**src/sv/wsd_pkg.sv**
```systemverilog
// shared types and constants of the windowed spike detector
package wsd_pkg;

	// configuration register widths and reset values
	localparam int CFG_IDX_W = 3;
	localparam int CFG_W     = 13;
	localparam int ITV_W     = 13;
	localparam int LOW_W     = 8;
	localparam int LVL_W     = 10;
	localparam int LIMIT_W   = 8;

	localparam logic [ITV_W-1:0]   ITV_RESET   = 13'd50;
	localparam logic [LOW_W-1:0]   LOW_RESET   = 8'd3;
	localparam logic [LVL_W-1:0]   HIGH_RESET  = 10'd33;
	localparam logic [LVL_W-1:0]   PAIR_RESET  = 10'd13;
	localparam logic [LVL_W-1:0]   GUARD_RESET = 10'd9;
	localparam logic [LIMIT_W-1:0] LIMIT_RESET = 8'd200;

	// field and state widths
	localparam int TIME_W     = 32;
	localparam int IDX_W      = 32;
	localparam int CAND_W     = IDX_W + 2;
	localparam int SUM_W      = 40;
	localparam int REJ_W      = 32;
	localparam int TALLY_W    = 8;
	localparam int RATIO_W    = 48;
	localparam int EVENT_W    = 2;
	localparam int DIVIDEND_W = 47;
	localparam int DIV_CNT_W  = $clog2(DIVIDEND_W);

	// window geometry
	localparam int WIN_DEPTH   = 6;
	localparam int JUDGE_LAG   = 3;
	localparam int FLUSH_STEPS = 3;
	localparam int SKIP_SPIKE  = 2;

	// 100 percent in Q8
	localparam int RATIO_SCALE = 25600;

	typedef enum logic [CFG_IDX_W-1:0] {
		REG_SECTOR_INTERVAL = 3'd0,
		REG_LOW_LEVEL       = 3'd1,
		REG_HIGH_LEVEL      = 3'd2,
		REG_PAIR_LEVEL      = 3'd3,
		REG_GUARD_LEVEL     = 3'd4,
		REG_EVENT_LIMIT     = 3'd5
	} wsd_reg_t;

	typedef enum logic [EVENT_W-1:0] {
		EV_INCREASE = 2'd0,
		EV_DECREASE = 2'd1,
		EV_SUMMARY  = 2'd2
	} wsd_event_t;

	typedef enum logic [2:0] {
		S_IDLE,
		S_FLUSH,
		S_MUL,
		S_JUDGE,
		S_RMUL,
		S_DIV,
		S_SUM
	} wsd_state_t;

	typedef struct packed {
		logic accept;
		logic flush;
		logic mul;
		logic commit;
		logic rmul;
		logic div_step;
		logic summary;
	} wsd_cmd_t;

	typedef struct packed {
		logic judge_now;
		logic flush_judge;
		logic flush_final;
		logic last;
		logic k_full;
		logic emit_req;
		logic out_free;
		logic div_last;
	} wsd_sts_t;

endpackage

```
**src/sv/wsd_if.sv**
```systemverilog
// request channels of the spike detector: sample input and result output
interface wsd_in_if #(
	parameter int SAMPLE_WIDTH = 16
);
	logic                           valid;
	logic                           ready;
	logic signed [SAMPLE_WIDTH-1:0] variation;
	logic [wsd_pkg::TIME_W-1:0]     timing;
	logic                           last;

	modport source (output valid, output variation, output timing, output last, input ready);
	modport sink (input valid, input variation, input timing, input last, output ready);
endinterface

interface wsd_out_if #(
	parameter int SECTOR_WIDTH = 32
);
	logic                               valid;
	logic                               ready;
	logic [wsd_pkg::EVENT_W-1:0]        event_res;
	logic [SECTOR_WIDTH-1:0]            sector;
	logic [wsd_pkg::SUM_W-1:0]          magnitude_sum;
	logic [wsd_pkg::REJ_W-1:0]          rejected_count;
	logic [wsd_pkg::TALLY_W-1:0]        increase_count;
	logic [wsd_pkg::TALLY_W-1:0]        decrease_count;
	logic signed [wsd_pkg::RATIO_W-1:0] ratio_q8;
	logic                               overflow;
	logic                               final_res;

	modport source (output valid, output event_res, output sector, output magnitude_sum,
		output rejected_count, output increase_count, output decrease_count,
		output ratio_q8, output overflow, output final_res, input ready);
	modport sink (input valid, input event_res, input sector, input magnitude_sum,
		input rejected_count, input increase_count, input decrease_count,
		input ratio_q8, input overflow, input final_res, output ready);
endinterface

```
**src/sv/wsd_ctrl.sv**
```systemverilog
// controller state machine of the spike detector
module wsd_ctrl (
	input  logic              clk,
	input  logic              arst_n,
	input  logic              in_valid,
	input  logic              in_last,
	input  wsd_pkg::wsd_sts_t sts,
	output logic              in_ready,
	output wsd_pkg::wsd_cmd_t cmd
);

	wsd_pkg::wsd_state_t state_q, state_d;
	logic                accept;
	logic                commit_ok;

	assign accept    = in_valid && (state_q == wsd_pkg::S_IDLE);
	assign commit_ok = !sts.emit_req || sts.out_free;

	always_ff @(posedge clk or negedge arst_n) begin
		if (!arst_n) begin
			state_q <= wsd_pkg::S_IDLE;
		end else begin
			state_q <= state_d;
		end
	end

	always_comb begin
		state_d = state_q;
		case (state_q)
			wsd_pkg::S_IDLE: begin
				if (accept) begin
					if (sts.judge_now) begin
						state_d = wsd_pkg::S_MUL;
					end else if (in_last) begin
						state_d = wsd_pkg::S_FLUSH;
					end
				end
			end
			wsd_pkg::S_FLUSH: begin
				if (sts.flush_judge) begin
					state_d = wsd_pkg::S_MUL;
				end else if (sts.flush_final) begin
					state_d = wsd_pkg::S_RMUL;
				end
			end
			wsd_pkg::S_MUL: begin
				state_d = wsd_pkg::S_JUDGE;
			end
			wsd_pkg::S_JUDGE: begin
				if (commit_ok) begin
					if (!sts.last) begin
						state_d = wsd_pkg::S_IDLE;
					end else if (sts.k_full) begin
						state_d = wsd_pkg::S_RMUL;
					end else begin
						state_d = wsd_pkg::S_FLUSH;
					end
				end
			end
			wsd_pkg::S_RMUL: begin
				state_d = wsd_pkg::S_DIV;
			end
			wsd_pkg::S_DIV: begin
				if (sts.div_last) begin
					state_d = wsd_pkg::S_SUM;
				end
			end
			wsd_pkg::S_SUM: begin
				if (sts.out_free) begin
					state_d = wsd_pkg::S_IDLE;
				end
			end
			default: begin
				state_d = wsd_pkg::S_IDLE;
			end
		endcase
	end

	always_comb begin
		in_ready     = 1'b0;
		cmd          = '0;
		case (state_q)
			wsd_pkg::S_IDLE: begin
				in_ready   = 1'b1;
				cmd.accept = accept;
			end
			wsd_pkg::S_FLUSH: begin
				cmd.flush = 1'b1;
			end
			wsd_pkg::S_MUL: begin
				cmd.mul = 1'b1;
			end
			wsd_pkg::S_JUDGE: begin
				cmd.commit = commit_ok;
			end
			wsd_pkg::S_RMUL: begin
				cmd.rmul = 1'b1;
			end
			wsd_pkg::S_DIV: begin
				cmd.div_step = 1'b1;
			end
			wsd_pkg::S_SUM: begin
				cmd.summary = sts.out_free;
			end
			default: begin
				in_ready = 1'b0;
			end
		endcase
	end

endmodule

```
**src/sv/wsd_datapath.sv**
```systemverilog
// datapath: config registers, sample window, judge logic, tallies, divider, result register
module wsd_datapath #(
	parameter int SAMPLE_WIDTH = 16,
	parameter int SECTOR_WIDTH = 32
) (
	input  logic                               clk,
	input  logic                               arst_n,
	input  wsd_pkg::wsd_cmd_t                  cmd,
	output wsd_pkg::wsd_sts_t                  sts,
	input  logic signed [SAMPLE_WIDTH-1:0]     in_variation,
	input  logic [wsd_pkg::TIME_W-1:0]         in_timing,
	input  logic                               in_last,
	input  logic                               cfg_we,
	input  logic [wsd_pkg::CFG_IDX_W-1:0]      cfg_index,
	input  logic [wsd_pkg::CFG_W-1:0]          cfg_data,
	output logic                               out_valid,
	input  logic                               out_ready,
	output logic [wsd_pkg::EVENT_W-1:0]        out_event_res,
	output logic [SECTOR_WIDTH-1:0]            out_sector,
	output logic [wsd_pkg::SUM_W-1:0]          out_magnitude_sum,
	output logic [wsd_pkg::REJ_W-1:0]          out_rejected_count,
	output logic [wsd_pkg::TALLY_W-1:0]        out_increase_count,
	output logic [wsd_pkg::TALLY_W-1:0]        out_decrease_count,
	output logic signed [wsd_pkg::RATIO_W-1:0] out_ratio_q8,
	output logic                               out_overflow,
	output logic                               out_final_res
);

	// judge arithmetic width: room for a pair sum and for negated levels
	localparam int JW   = ((SAMPLE_WIDTH > wsd_pkg::LVL_W) ? SAMPLE_WIDTH : wsd_pkg::LVL_W) + 2;
	localparam int PW   = wsd_pkg::CAND_W + wsd_pkg::ITV_W;
	localparam int MAGW = SAMPLE_WIDTH + 1;

	// configuration
	logic [wsd_pkg::ITV_W-1:0]   itv_q;
	logic [wsd_pkg::LOW_W-1:0]   low_q;
	logic [wsd_pkg::LVL_W-1:0]   high_q;
	logic [wsd_pkg::LVL_W-1:0]   pair_q;
	logic [wsd_pkg::LVL_W-1:0]   guard_q;
	logic [wsd_pkg::LIMIT_W-1:0] limit_q;

	// run state
	logic signed [SAMPLE_WIDTH-1:0] win_q [wsd_pkg::WIN_DEPTH];
	logic [1:0]                     skip_q;
	logic [wsd_pkg::IDX_W-1:0]      sample_index_q;
	logic [wsd_pkg::SUM_W-1:0]      sum_q;
	logic [wsd_pkg::REJ_W-1:0]      reject_q;
	logic [wsd_pkg::TALLY_W-1:0]    inc_q;
	logic [wsd_pkg::TALLY_W-1:0]    dec_q;
	logic [wsd_pkg::TIME_W-1:0]     first_q;
	logic [wsd_pkg::TIME_W-1:0]     latest_q;
	logic                           dropped_q;

	// per-item control
	logic [wsd_pkg::IDX_W-1:0] idx_q;
	logic [1:0]                k_q;
	logic                      last_q;
	logic                      out_valid_q;

	// payload registers
	logic [SECTOR_WIDTH-1:0]           sector_s1;
	logic [wsd_pkg::DIVIDEND_W-1:0]    quo_q;
	logic [wsd_pkg::SUM_W:0]           rem_q;
	logic [wsd_pkg::DIV_CNT_W-1:0]     div_cnt_q;
	logic                              neg_q;

	logic [wsd_pkg::EVENT_W-1:0]        ev_q;
	logic [SECTOR_WIDTH-1:0]            osec_q;
	logic [wsd_pkg::SUM_W-1:0]          osum_q;
	logic [wsd_pkg::REJ_W-1:0]          orej_q;
	logic [wsd_pkg::TALLY_W-1:0]        oinc_q;
	logic [wsd_pkg::TALLY_W-1:0]        odec_q;
	logic signed [wsd_pkg::RATIO_W-1:0] oratio_q;
	logic                               oovf_q;
	logic                               ofinal_q;

	// judge signals
	logic signed [JW-1:0] e_m2, e_m1, e_v, e_p1, e_p2, e_p3;
	logic signed [JW-1:0] lo_x, hi_x, pr_x, gd_x;
	logic                 skip_active;
	logic                 inc_hit, inc_bad, dec_hit, dec_bad;
	logic                 inc_ok, dec_ok, inc_full, dec_full;
	logic                 emit_inc, emit_dec, do_reject, add_mag;
	logic                 dec_n1, dec_n2;
	logic [SECTOR_WIDTH-1:0]     dec_sector;
	logic [MAGW-1:0]             mag_v;
	logic [wsd_pkg::SUM_W:0]     sum_wide;
	logic [wsd_pkg::SUM_W-1:0]   sum_sat;

	logic [wsd_pkg::CAND_W-1:0]     cand1;
	logic [wsd_pkg::CAND_W-1:0]     idx_next_k;
	logic [PW-1:0]                  prod_s;
	logic                           t_neg;
	logic [wsd_pkg::TIME_W-1:0]     absd;
	logic [wsd_pkg::DIVIDEND_W-1:0] dividend;
	logic [wsd_pkg::SUM_W:0]        trial;
	logic                           trial_ge;
	logic signed [wsd_pkg::RATIO_W-1:0] ratio_v;
	logic                           out_free;
	logic                           out_load;

	// window taps, widened for the level tests
	assign e_m2 = JW'(win_q[0]);
	assign e_m1 = JW'(win_q[1]);
	assign e_v  = JW'(win_q[2]);
	assign e_p1 = JW'(win_q[3]);
	assign e_p2 = JW'(win_q[4]);
	assign e_p3 = JW'(win_q[5]);
	assign lo_x = JW'({1'b0, low_q});
	assign hi_x = JW'({1'b0, high_q});
	assign pr_x = JW'({1'b0, pair_q});
	assign gd_x = JW'({1'b0, guard_q});

	assign skip_active = (skip_q != 2'd0);
	assign inc_hit = (e_v > lo_x) && (e_v < hi_x) && ((e_v + e_p1) > pr_x);
	assign inc_bad = ((e_m2 + e_m1) < -gd_x) || ((e_p2 + e_p3) < -gd_x) || (e_m1 > gd_x);
	assign dec_hit = (e_v < -lo_x) && (e_v > -hi_x) && ((e_v + e_p1) < -pr_x);
	assign dec_bad = ((e_m2 + e_m1) > gd_x) || ((e_p2 + e_p3) > gd_x) || (e_m1 < -gd_x);

	assign inc_ok    = !skip_active && inc_hit && !inc_bad;
	assign dec_ok    = !skip_active && !inc_hit && dec_hit && !dec_bad;
	assign inc_full  = (inc_q >= limit_q);
	assign dec_full  = (dec_q >= limit_q);
	assign emit_inc  = inc_ok && !inc_full;
	assign emit_dec  = dec_ok && !dec_full;
	assign do_reject = !skip_active && ((inc_hit && inc_bad) || (!inc_hit && dec_hit && dec_bad));
	assign add_mag   = do_reject || (!skip_active && !inc_hit && !dec_hit);

	// decrease sector moves forward over trailing negatives
	assign dec_n1 = (e_p1 < -lo_x);
	assign dec_n2 = dec_n1 && (e_p2 < -lo_x);
	always_comb begin
		dec_sector = sector_s1;
		if (dec_n1) begin
			dec_sector = dec_sector + SECTOR_WIDTH'(itv_q);
		end
		if (dec_n2) begin
			dec_sector = dec_sector + SECTOR_WIDTH'(itv_q);
		end
	end

	assign mag_v    = MAGW'((e_v < 0) ? -e_v : e_v);
	assign sum_wide = {1'b0, sum_q} + (wsd_pkg::SUM_W + 1)'(mag_v);
	assign sum_sat  = sum_wide[wsd_pkg::SUM_W] ? '1 : sum_wide[wsd_pkg::SUM_W-1:0];

	// candidate position plus one, and its sector product
	assign cand1      = {2'b00, idx_q} + wsd_pkg::CAND_W'(k_q) - wsd_pkg::CAND_W'(2);
	assign idx_next_k = {2'b00, idx_q} + wsd_pkg::CAND_W'(k_q) + wsd_pkg::CAND_W'(1);
	assign prod_s     = PW'(cand1) * PW'(itv_q);

	// ratio dividend and restoring divider step
	assign t_neg    = (latest_q > first_q);
	assign absd     = t_neg ? (latest_q - first_q) : (first_q - latest_q);
	assign dividend = wsd_pkg::DIVIDEND_W'(absd) * wsd_pkg::DIVIDEND_W'(wsd_pkg::RATIO_SCALE);
	assign trial    = {rem_q[wsd_pkg::SUM_W-1:0], quo_q[wsd_pkg::DIVIDEND_W-1]};
	assign trial_ge = (trial >= {1'b0, sum_q});
	always_comb begin
		if (sum_q == '0) begin
			ratio_v = '0;
		end else if (neg_q) begin
			ratio_v = -wsd_pkg::RATIO_W'(quo_q);
		end else begin
			ratio_v = wsd_pkg::RATIO_W'(quo_q);
		end
	end

	assign out_free = !out_valid_q || out_ready;
	assign out_load = (cmd.commit && (emit_inc || emit_dec)) || cmd.summary;

	always_comb begin
		sts             = '0;
		sts.judge_now   = (sample_index_q >= wsd_pkg::IDX_W'(wsd_pkg::JUDGE_LAG));
		sts.flush_judge = (idx_next_k >= wsd_pkg::CAND_W'(wsd_pkg::JUDGE_LAG));
		sts.flush_final = (k_q == 2'(wsd_pkg::FLUSH_STEPS - 1));
		sts.last        = last_q;
		sts.k_full      = (k_q == 2'(wsd_pkg::FLUSH_STEPS));
		sts.emit_req    = emit_inc || emit_dec;
		sts.out_free    = out_free;
		sts.div_last    = (div_cnt_q == wsd_pkg::DIV_CNT_W'(wsd_pkg::DIVIDEND_W - 1));
	end

	// configuration registers
	always_ff @(posedge clk or negedge arst_n) begin
		if (!arst_n) begin
			itv_q   <= wsd_pkg::ITV_RESET;
			low_q   <= wsd_pkg::LOW_RESET;
			high_q  <= wsd_pkg::HIGH_RESET;
			pair_q  <= wsd_pkg::PAIR_RESET;
			guard_q <= wsd_pkg::GUARD_RESET;
			limit_q <= wsd_pkg::LIMIT_RESET;
		end else if (cfg_we) begin
			case (cfg_index)
				wsd_pkg::REG_SECTOR_INTERVAL: itv_q   <= cfg_data[wsd_pkg::ITV_W-1:0];
				wsd_pkg::REG_LOW_LEVEL:       low_q   <= cfg_data[wsd_pkg::LOW_W-1:0];
				wsd_pkg::REG_HIGH_LEVEL:      high_q  <= cfg_data[wsd_pkg::LVL_W-1:0];
				wsd_pkg::REG_PAIR_LEVEL:      pair_q  <= cfg_data[wsd_pkg::LVL_W-1:0];
				wsd_pkg::REG_GUARD_LEVEL:     guard_q <= cfg_data[wsd_pkg::LVL_W-1:0];
				wsd_pkg::REG_EVENT_LIMIT:     limit_q <= cfg_data[wsd_pkg::LIMIT_W-1:0];
				default: begin
				end
			endcase
		end
	end

	// run state, cleared after the summary
	always_ff @(posedge clk or negedge arst_n) begin
		if (!arst_n) begin
			for (int i = 0; i < wsd_pkg::WIN_DEPTH; i++) begin
				win_q[i] <= '0;
			end
			skip_q         <= '0;
			sample_index_q <= '0;
			sum_q          <= '0;
			reject_q       <= '0;
			inc_q          <= '0;
			dec_q          <= '0;
			first_q        <= '0;
			latest_q       <= '0;
			dropped_q      <= 1'b0;
			idx_q          <= '0;
			k_q            <= '0;
			last_q         <= 1'b0;
		end else begin
			if (cmd.accept) begin
				for (int i = 0; i < wsd_pkg::WIN_DEPTH - 1; i++) begin
					win_q[i] <= win_q[i+1];
				end
				win_q[wsd_pkg::WIN_DEPTH-1] <= in_variation;
				if (sample_index_q == '0) begin
					first_q <= in_timing;
				end
				latest_q <= in_timing;
				if (sample_index_q != '1) begin
					sample_index_q <= sample_index_q + 1'b1;
				end
				idx_q  <= sample_index_q;
				k_q    <= '0;
				last_q <= in_last;
			end
			if (cmd.flush) begin
				for (int i = 0; i < wsd_pkg::WIN_DEPTH - 1; i++) begin
					win_q[i] <= win_q[i+1];
				end
				win_q[wsd_pkg::WIN_DEPTH-1] <= '0;
				k_q <= k_q + 2'd1;
			end
			if (cmd.commit) begin
				if (skip_active) begin
					skip_q <= skip_q - 2'd1;
				end
				if (inc_ok || dec_ok) begin
					skip_q <= 2'(wsd_pkg::SKIP_SPIKE);
				end
				if ((inc_ok && inc_full) || (dec_ok && dec_full)) begin
					dropped_q <= 1'b1;
				end
				if (emit_inc) begin
					inc_q <= inc_q + 1'b1;
				end
				if (emit_dec) begin
					dec_q <= dec_q + 1'b1;
				end
				if (do_reject && (reject_q != '1)) begin
					reject_q <= reject_q + 1'b1;
				end
				if (add_mag) begin
					sum_q <= sum_sat;
				end
			end
			if (cmd.summary) begin
				for (int i = 0; i < wsd_pkg::WIN_DEPTH; i++) begin
					win_q[i] <= '0;
				end
				skip_q         <= '0;
				sample_index_q <= '0;
				sum_q          <= '0;
				reject_q       <= '0;
				inc_q          <= '0;
				dec_q          <= '0;
				first_q        <= '0;
				latest_q       <= '0;
				dropped_q      <= 1'b0;
				last_q         <= 1'b0;
			end
		end
	end

	// sector product and ratio divider
	always_ff @(posedge clk) begin
		if (cmd.mul) begin
			sector_s1 <= SECTOR_WIDTH'(prod_s);
		end
		if (cmd.rmul) begin
			quo_q     <= dividend;
			rem_q     <= '0;
			div_cnt_q <= '0;
			neg_q     <= t_neg;
		end
		if (cmd.div_step) begin
			quo_q     <= {quo_q[wsd_pkg::DIVIDEND_W-2:0], trial_ge};
			rem_q     <= trial_ge ? (trial - {1'b0, sum_q}) : trial;
			div_cnt_q <= div_cnt_q + 1'b1;
		end
	end

	// result register
	always_ff @(posedge clk or negedge arst_n) begin
		if (!arst_n) begin
			out_valid_q <= 1'b0;
		end else if (out_load) begin
			out_valid_q <= 1'b1;
		end else if (out_ready) begin
			out_valid_q <= 1'b0;
		end
	end

	always_ff @(posedge clk) begin
		if (out_load) begin
			if (cmd.summary) begin
				ev_q     <= wsd_pkg::EV_SUMMARY;
				osec_q   <= '0;
				osum_q   <= sum_q;
				orej_q   <= reject_q;
				oinc_q   <= inc_q;
				odec_q   <= dec_q;
				oratio_q <= ratio_v;
				oovf_q   <= dropped_q;
				ofinal_q <= 1'b1;
			end else begin
				ev_q     <= emit_inc ? wsd_pkg::EV_INCREASE : wsd_pkg::EV_DECREASE;
				osec_q   <= emit_inc ? sector_s1 : dec_sector;
				osum_q   <= '0;
				orej_q   <= '0;
				oinc_q   <= '0;
				odec_q   <= '0;
				oratio_q <= '0;
				oovf_q   <= 1'b0;
				ofinal_q <= 1'b0;
			end
		end
	end

	assign out_valid          = out_valid_q;
	assign out_event_res      = ev_q;
	assign out_sector         = osec_q;
	assign out_magnitude_sum  = osum_q;
	assign out_rejected_count = orej_q;
	assign out_increase_count = oinc_q;
	assign out_decrease_count = odec_q;
	assign out_ratio_q8       = oratio_q;
	assign out_overflow       = oovf_q;
	assign out_final_res      = ofinal_q;

endmodule

```
**src/sv/windowed_spike_detector_core.sv**
```systemverilog
// top level of the windowed spike detector
//
//  port     | dir | handshake         | carries
//  ---------+-----+-------------------+------------------------------------------
//  in_ch    | in  | valid/ready       | variation, timing, last
//  out_ch   | out | valid/ready       | event_res, sector, summary fields, final_res
//  cfg_*    | in  | cfg_we, no stall  | cfg_index selects register, cfg_data value
//
// a sample whose candidate is not yet judged is only accepted; otherwise it passes through
// accept, sector multiply, judge and commit to the result register
// the last sample adds up to three flush steps, then the ratio
// dividend, the one-bit-per-cycle divider and the summary
// a full result register stalls the judge or summary step until out_ch takes it
// arst_n loads register defaults and clears run state; no clearing pass is needed
module windowed_spike_detector_core #(
	parameter int SAMPLE_WIDTH = 16,
	parameter int SECTOR_WIDTH = 32
) (
	input  logic                          clk,
	input  logic                          arst_n,
	wsd_in_if.sink                        in_ch,
	wsd_out_if.source                     out_ch,
	input  logic                          cfg_we,
	input  logic [wsd_pkg::CFG_IDX_W-1:0] cfg_index,
	input  logic [wsd_pkg::CFG_W-1:0]     cfg_data
);

	wsd_pkg::wsd_cmd_t cmd;
	wsd_pkg::wsd_sts_t sts;

	wsd_ctrl u_ctrl (
		.clk      (clk),
		.arst_n   (arst_n),
		.in_valid (in_ch.valid),
		.in_last  (in_ch.last),
		.sts      (sts),
		.in_ready (in_ch.ready),
		.cmd      (cmd)
	);

	wsd_datapath #(
		.SAMPLE_WIDTH (SAMPLE_WIDTH),
		.SECTOR_WIDTH (SECTOR_WIDTH)
	) u_datapath (
		.clk                (clk),
		.arst_n             (arst_n),
		.cmd                (cmd),
		.sts                (sts),
		.in_variation       (in_ch.variation),
		.in_timing          (in_ch.timing),
		.in_last            (in_ch.last),
		.cfg_we             (cfg_we),
		.cfg_index          (cfg_index),
		.cfg_data           (cfg_data),
		.out_valid          (out_ch.valid),
		.out_ready          (out_ch.ready),
		.out_event_res      (out_ch.event_res),
		.out_sector         (out_ch.sector),
		.out_magnitude_sum  (out_ch.magnitude_sum),
		.out_rejected_count (out_ch.rejected_count),
		.out_increase_count (out_ch.increase_count),
		.out_decrease_count (out_ch.decrease_count),
		.out_ratio_q8       (out_ch.ratio_q8),
		.out_overflow       (out_ch.overflow),
		.out_final_res      (out_ch.final_res)
	);

endmodule
```
**src/flat_wrapper.sv**
```systemverilog
// flat-port wrapper written by rule: the top's interface ports become plain ports
module windowed_spike_detector_core_flat 
#(
	parameter int SAMPLE_WIDTH = 16,
	parameter int SECTOR_WIDTH = 32
)
  (clk, arst_n, cfg_we, cfg_index, cfg_data, in_ch_valid, in_ch_variation, in_ch_timing, in_ch_last, in_ch_ready, out_ch_valid, out_ch_event_res, out_ch_sector, out_ch_magnitude_sum, out_ch_rejected_count, out_ch_increase_count, out_ch_decrease_count, out_ch_ratio_q8, out_ch_overflow, out_ch_final_res, out_ch_ready);
  wsd_in_if #(.SAMPLE_WIDTH(SAMPLE_WIDTH)) in_ch_i ();
  wsd_out_if #(.SECTOR_WIDTH(SECTOR_WIDTH)) out_ch_i ();
  input  logic clk;
  input  logic arst_n;
  input  logic cfg_we;
  input  logic [wsd_pkg::CFG_IDX_W-1:0] cfg_index;
  input  logic [wsd_pkg::CFG_W-1:0] cfg_data;
  input wire logic [$bits(in_ch_i.valid)-1:0] in_ch_valid;
  input wire logic [$bits(in_ch_i.variation)-1:0] in_ch_variation;
  input wire logic [$bits(in_ch_i.timing)-1:0] in_ch_timing;
  input wire logic [$bits(in_ch_i.last)-1:0] in_ch_last;
  output wire logic [$bits(in_ch_i.ready)-1:0] in_ch_ready;
  output wire logic [$bits(out_ch_i.valid)-1:0] out_ch_valid;
  output wire logic [$bits(out_ch_i.event_res)-1:0] out_ch_event_res;
  output wire logic [$bits(out_ch_i.sector)-1:0] out_ch_sector;
  output wire logic [$bits(out_ch_i.magnitude_sum)-1:0] out_ch_magnitude_sum;
  output wire logic [$bits(out_ch_i.rejected_count)-1:0] out_ch_rejected_count;
  output wire logic [$bits(out_ch_i.increase_count)-1:0] out_ch_increase_count;
  output wire logic [$bits(out_ch_i.decrease_count)-1:0] out_ch_decrease_count;
  output wire logic [$bits(out_ch_i.ratio_q8)-1:0] out_ch_ratio_q8;
  output wire logic [$bits(out_ch_i.overflow)-1:0] out_ch_overflow;
  output wire logic [$bits(out_ch_i.final_res)-1:0] out_ch_final_res;
  input wire logic [$bits(out_ch_i.ready)-1:0] out_ch_ready;
  assign in_ch_i.valid = in_ch_valid;
  assign in_ch_i.variation = in_ch_variation;
  assign in_ch_i.timing = in_ch_timing;
  assign in_ch_i.last = in_ch_last;
  assign in_ch_ready = in_ch_i.ready;
  assign out_ch_valid = out_ch_i.valid;
  assign out_ch_event_res = out_ch_i.event_res;
  assign out_ch_sector = out_ch_i.sector;
  assign out_ch_magnitude_sum = out_ch_i.magnitude_sum;
  assign out_ch_rejected_count = out_ch_i.rejected_count;
  assign out_ch_increase_count = out_ch_i.increase_count;
  assign out_ch_decrease_count = out_ch_i.decrease_count;
  assign out_ch_ratio_q8 = out_ch_i.ratio_q8;
  assign out_ch_overflow = out_ch_i.overflow;
  assign out_ch_final_res = out_ch_i.final_res;
  assign out_ch_i.ready = out_ch_ready;
  windowed_spike_detector_core #(.SAMPLE_WIDTH(SAMPLE_WIDTH), .SECTOR_WIDTH(SECTOR_WIDTH)) u_core (.clk(clk), .arst_n(arst_n), .in_ch(in_ch_i), .out_ch(out_ch_i), .cfg_we(cfg_we), .cfg_index(cfg_index), .cfg_data(cfg_data));
endmodule
```
**config.mk**
```make
export PLATFORM = sky130hd
export DESIGN_NAME = windowed_spike_detector_core_flat
export DESIGN_NICKNAME = d
export VERILOG_FILES = /design/src/sv/wsd_pkg.sv /design/src/sv/wsd_if.sv /design/src/sv/wsd_ctrl.sv /design/src/sv/wsd_datapath.sv /design/src/sv/windowed_spike_detector_core.sv /design/src/flat_wrapper.sv
export SDC_FILE = /design/constraint.sdc
export NUM_CORES = 2
export LEC_CHECK = 0
export ABC_AREA = 1
export BUFFER_PORTS_ARGS = -buffer_cell sky130_fd_sc_hd__buf_2
export CORE_UTILIZATION = 60
export CTS_CLUSTER_DIAMETER = 120
export DETAILED_ROUTE_END_ITERATION = 6
export GPL_TIMING_DRIVEN = 1
export PLACE_DENSITY_LB_ADDON = 0.25
export SYNTH_ARGS = -nofsm -noshare
export SYNTH_HDL_FRONTEND = slang
export SYNTH_SLANG_ARGS = --single-unit
```
**constraint.sdc**
```tcl
create_clock -name clk -period 10.4 [get_ports clk]
set_input_delay 2.6 -clock clk [delete_from_list [all_inputs] [get_ports clk]]
set_output_delay 2.6 -clock clk [all_outputs]
set_load 0.1 [all_outputs]
```
==> metrics.md <==
| Metric | Value |
|---|---|
| Most frequent cells in the layout | `nand2_1, inv_1, nor2_1, o21ai_0, ha_1` |
| # setup viols final | `0` |
| Fin Setup TNS | `0 ns` |
| Highest clock rate | `120.9 MHz` |
| Total grt overflow | `0` |
| Slowest stage delay, CP | `around 0.54 ns` |
| FP Rows | `120` |
| Initial antenna violation count | `10` |
| Unrepaired setup endpoints after global routing | `false` |
| Gp weighted congestion | `between 1 and 1.5` |
| Syn nets | `a little under 10k` |
| Sequential cell area fraction in the yosys report | `approximately 29%` |
| Initial Utilization | `between 60% and 70%` |
| Largest net degree at the start of global routing | `roughly 200` |
| Distinct cells, synth | `66` |
| Detailed Place HPWL | `152500 µm` |
| Violated checks | `DRC` |
| Final Hold Fails | `0` |
| Die width | `between 300 and 400 µm` |
| Die Y | `330.7 µm` |
| IO Pins | `approximately 240` |
| Critical path fanouts, max | `20` |
| Vias | `between 50k and 60k` |
| CTS tree | `done` |
| Outcome | `finished, violations left` |
| Most common cell after layout, fill and taps aside | `nand2_1` |
| Flops & latches, synth | `679` |
| FILL cells | `approximately 9.4k` |
| Setup slack, reg-to-reg | `about 2.1 ns` |
| First-pass GRT wire length | `305400 µm` |
| Area of the core | `about 110000 µm²` |
| Vias per cell | `between 5 and 6` |
| Num CTS Buffers | `79` |
| CP dominant cell by count | `nand2_1` |
| EDFF count, synth | `298` |
| CP Launch Type | `flop` |
| Drt drc | `8` |
| Layout cells sized above 1 | `between 6 and 7%` |
| Post-CTS sizing | `0` |
| Drt initial violations | `approximately 6k` |
| Period utilization | `~80%` |
| Post-CTS Setup Bufs | `0` |
| Final WL | `about 190000 µm` |
| Worst-Margin Slew | `between 1 and 1.5 ns` |
| Die Area | `between 100000 and 150000 µm²` |
| Critical Path AT | `around 8.6 ns` |
| Max Slew Vio Count | `0` |
| Antenna Nets Post-Route | `0` |
| H-tree levels | `3` |
| CP delay by family, top | `compound AO/OA/AOI/OAI gates` |
| Clock sinks | `approximately 680` |
| Skew-Pair Late Insertion Delay | `around 0.69 ns` |
| Clk buf depth | `3` |
| Synth Flop Type | `dfrtp_1` |
| Gate Count Post-Synth | `approximately 8.8k` |
| Setup CP Type | `reg -> reg` |
| CP required | `~11 ns` |
| First drt pass iteration count | `7` |
| Avg Inst Size Synth | `around 7.4 µm²` |
| Ys async rst share | `56.11%` |
| Number of global-route vias before repair | `57.07k` |
| Avg WL per Cell | `between 15 and 20 µm` |
| Worst Setup End Kind | `flop` |
| Hold-fix buffers, CTS | `0` |
| Tmin final | `8.271 ns` |
| IO Port Bufs | `between 200 and 250` |
| Root buffer cell | `clkbuf_16` |
| Max-cap violations | `0` |
| Mapped cell area | `approximately 65000 µm²` |
| Worst Path Buf+Inv | `7` |
| Slew headroom | `between 10% and 20%` |
| HP Class | `reg -> reg` |
| Skew final | `approximately 0.049 ns` |
| Clock transition at path regs | `around 0.06 ns` |
| Worst path slowest cell | `fa_1` |
| Final #Nets | `roughly 9.8k` |
| Global Route Usage Sum | `a little over a third` |
| Area Overhead vs Synth | `8.219%` |
| Syn. warnings | `0` |
## cell type report
class,instances,area [µm²],area share (%)
antenna,6,15.01,0.02140
clock inverter,41,619.3,0.8827
timing repair buffer,282,1556,2.218
sequential,679,18500,26.37
tap,1403,1755,2.502
inverter,1471,5522,7.870
multi-input combinational,6386,40000,57.01
clock buffer,107,2192,3.124
## stage by stage
step	utilization (%)	area, µm²	setup WS, ns	instances	hold slack (ns)
CTS	65.53	70150	2.240	10370	0.4896
detailed placement	62.90	67340	2.249	10220	0.4748
global route	65.54	70160	1.504	10370	0.5081
floorplan	-	64830	2.444	8754	0.4530
finish	65.54	70160	2.129	10380	0.4869
global placement	62.90	67340	2.356	10220	0.4657
## worst reg2reg max path, delay by kind of cell (launching register included)
kind	cells	cell delay, ns
AO/OA/AOI/OAI	13	3.06
adder cells (fa/ha/maj)	5	1.91
AND/OR/NAND/NOR	11	1.26
buffers and inverters	7	1.14
flip-flops	1	0.37
XOR/XNOR	1	0.25
## cells by family (layout without fill, tap and decap cells)
logic type	count (synthesis)	in the layout	share of synthesized area, %
fa+ha+maj	872	872	20.23
buf+inv	1689	1901	9.852
other cells	1	7	0.005784
xor+xnor	341	341	4.630
simple gates	3697	3697	24.42
flops	679	679	28.54
compound gates	1475	1475	12.32
## synthesized netlist by cell type, types with 66 or more instances
master,count,area share [%]
a21oi_1,531,4.1
clkbuf_1,186,1.1
dfrtp_1,366,14
edfxtp_1,298,14
fa_1,294,9.1
ha_1,578,11
inv_1,1452,8.4
nand2_1,1899,11
nand3_1,400,3.1
nand4_1,133,1.3
nor2_1,901,5.2
nor3_1,126,0.97
o21ai_0,660,5.1
o22ai_1,66,0.64
xnor2_1,100,1.4
xor2_1,239,3.2
## final timing paths
check                                                             to                                      from  cells past startpoint
max                            u_core.u_datapath.quo_q[43]$_DFFE_PN_  u_core.u_datapath.first_q[8]$_DFFE_PN0P_                     37
min                         u_core.u_datapath.limit_q[1]$_DFFE_PN0P_  u_core.u_datapath.limit_q[1]$_DFFE_PN0P_                      2
max reg2reg                    u_core.u_datapath.quo_q[43]$_DFFE_PN_  u_core.u_datapath.first_q[8]$_DFFE_PN0P_                     37
min reg2reg                 u_core.u_datapath.limit_q[1]$_DFFE_PN0P_  u_core.u_datapath.limit_q[1]$_DFFE_PN0P_                      2
max in group asynchronous  u_core.u_datapath.reject_q[1]$_DFFE_PN0P_                                    arst_n                      2
min in group asynchronous      u_core.u_datapath.e_p2[0]$_DFFE_PN0P_                                    arst_n                      1
## per-layer routing
metal | part of all wire [%] | vias up | track usage, %
met1 | 42 | 28320 | 48.40
met2 | 46 | 2555 | 56.90
li1 | - | 28710 | -
met3 | 8.4 | 412 | 5.168
met5 | 0.0062 | - | 0
met4 | 3.5 | 2 | 12.35
## state kept, by name, indices dropped and copies added, names as in the netlist, 40 cells and up
signal                               flops
u_core.u_datapath.out_magnitude_sum     40
u_core.u_datapath.quo_q                 47
u_core.u_datapath.out_ratio_q8          48
u_core.u_datapath.rem_q                 40
u_core.u_datapath.sum_q                 40
Power is not shown: default switching activity piles up to over one toggle a cycle in this logic, so the estimate is an artifact.
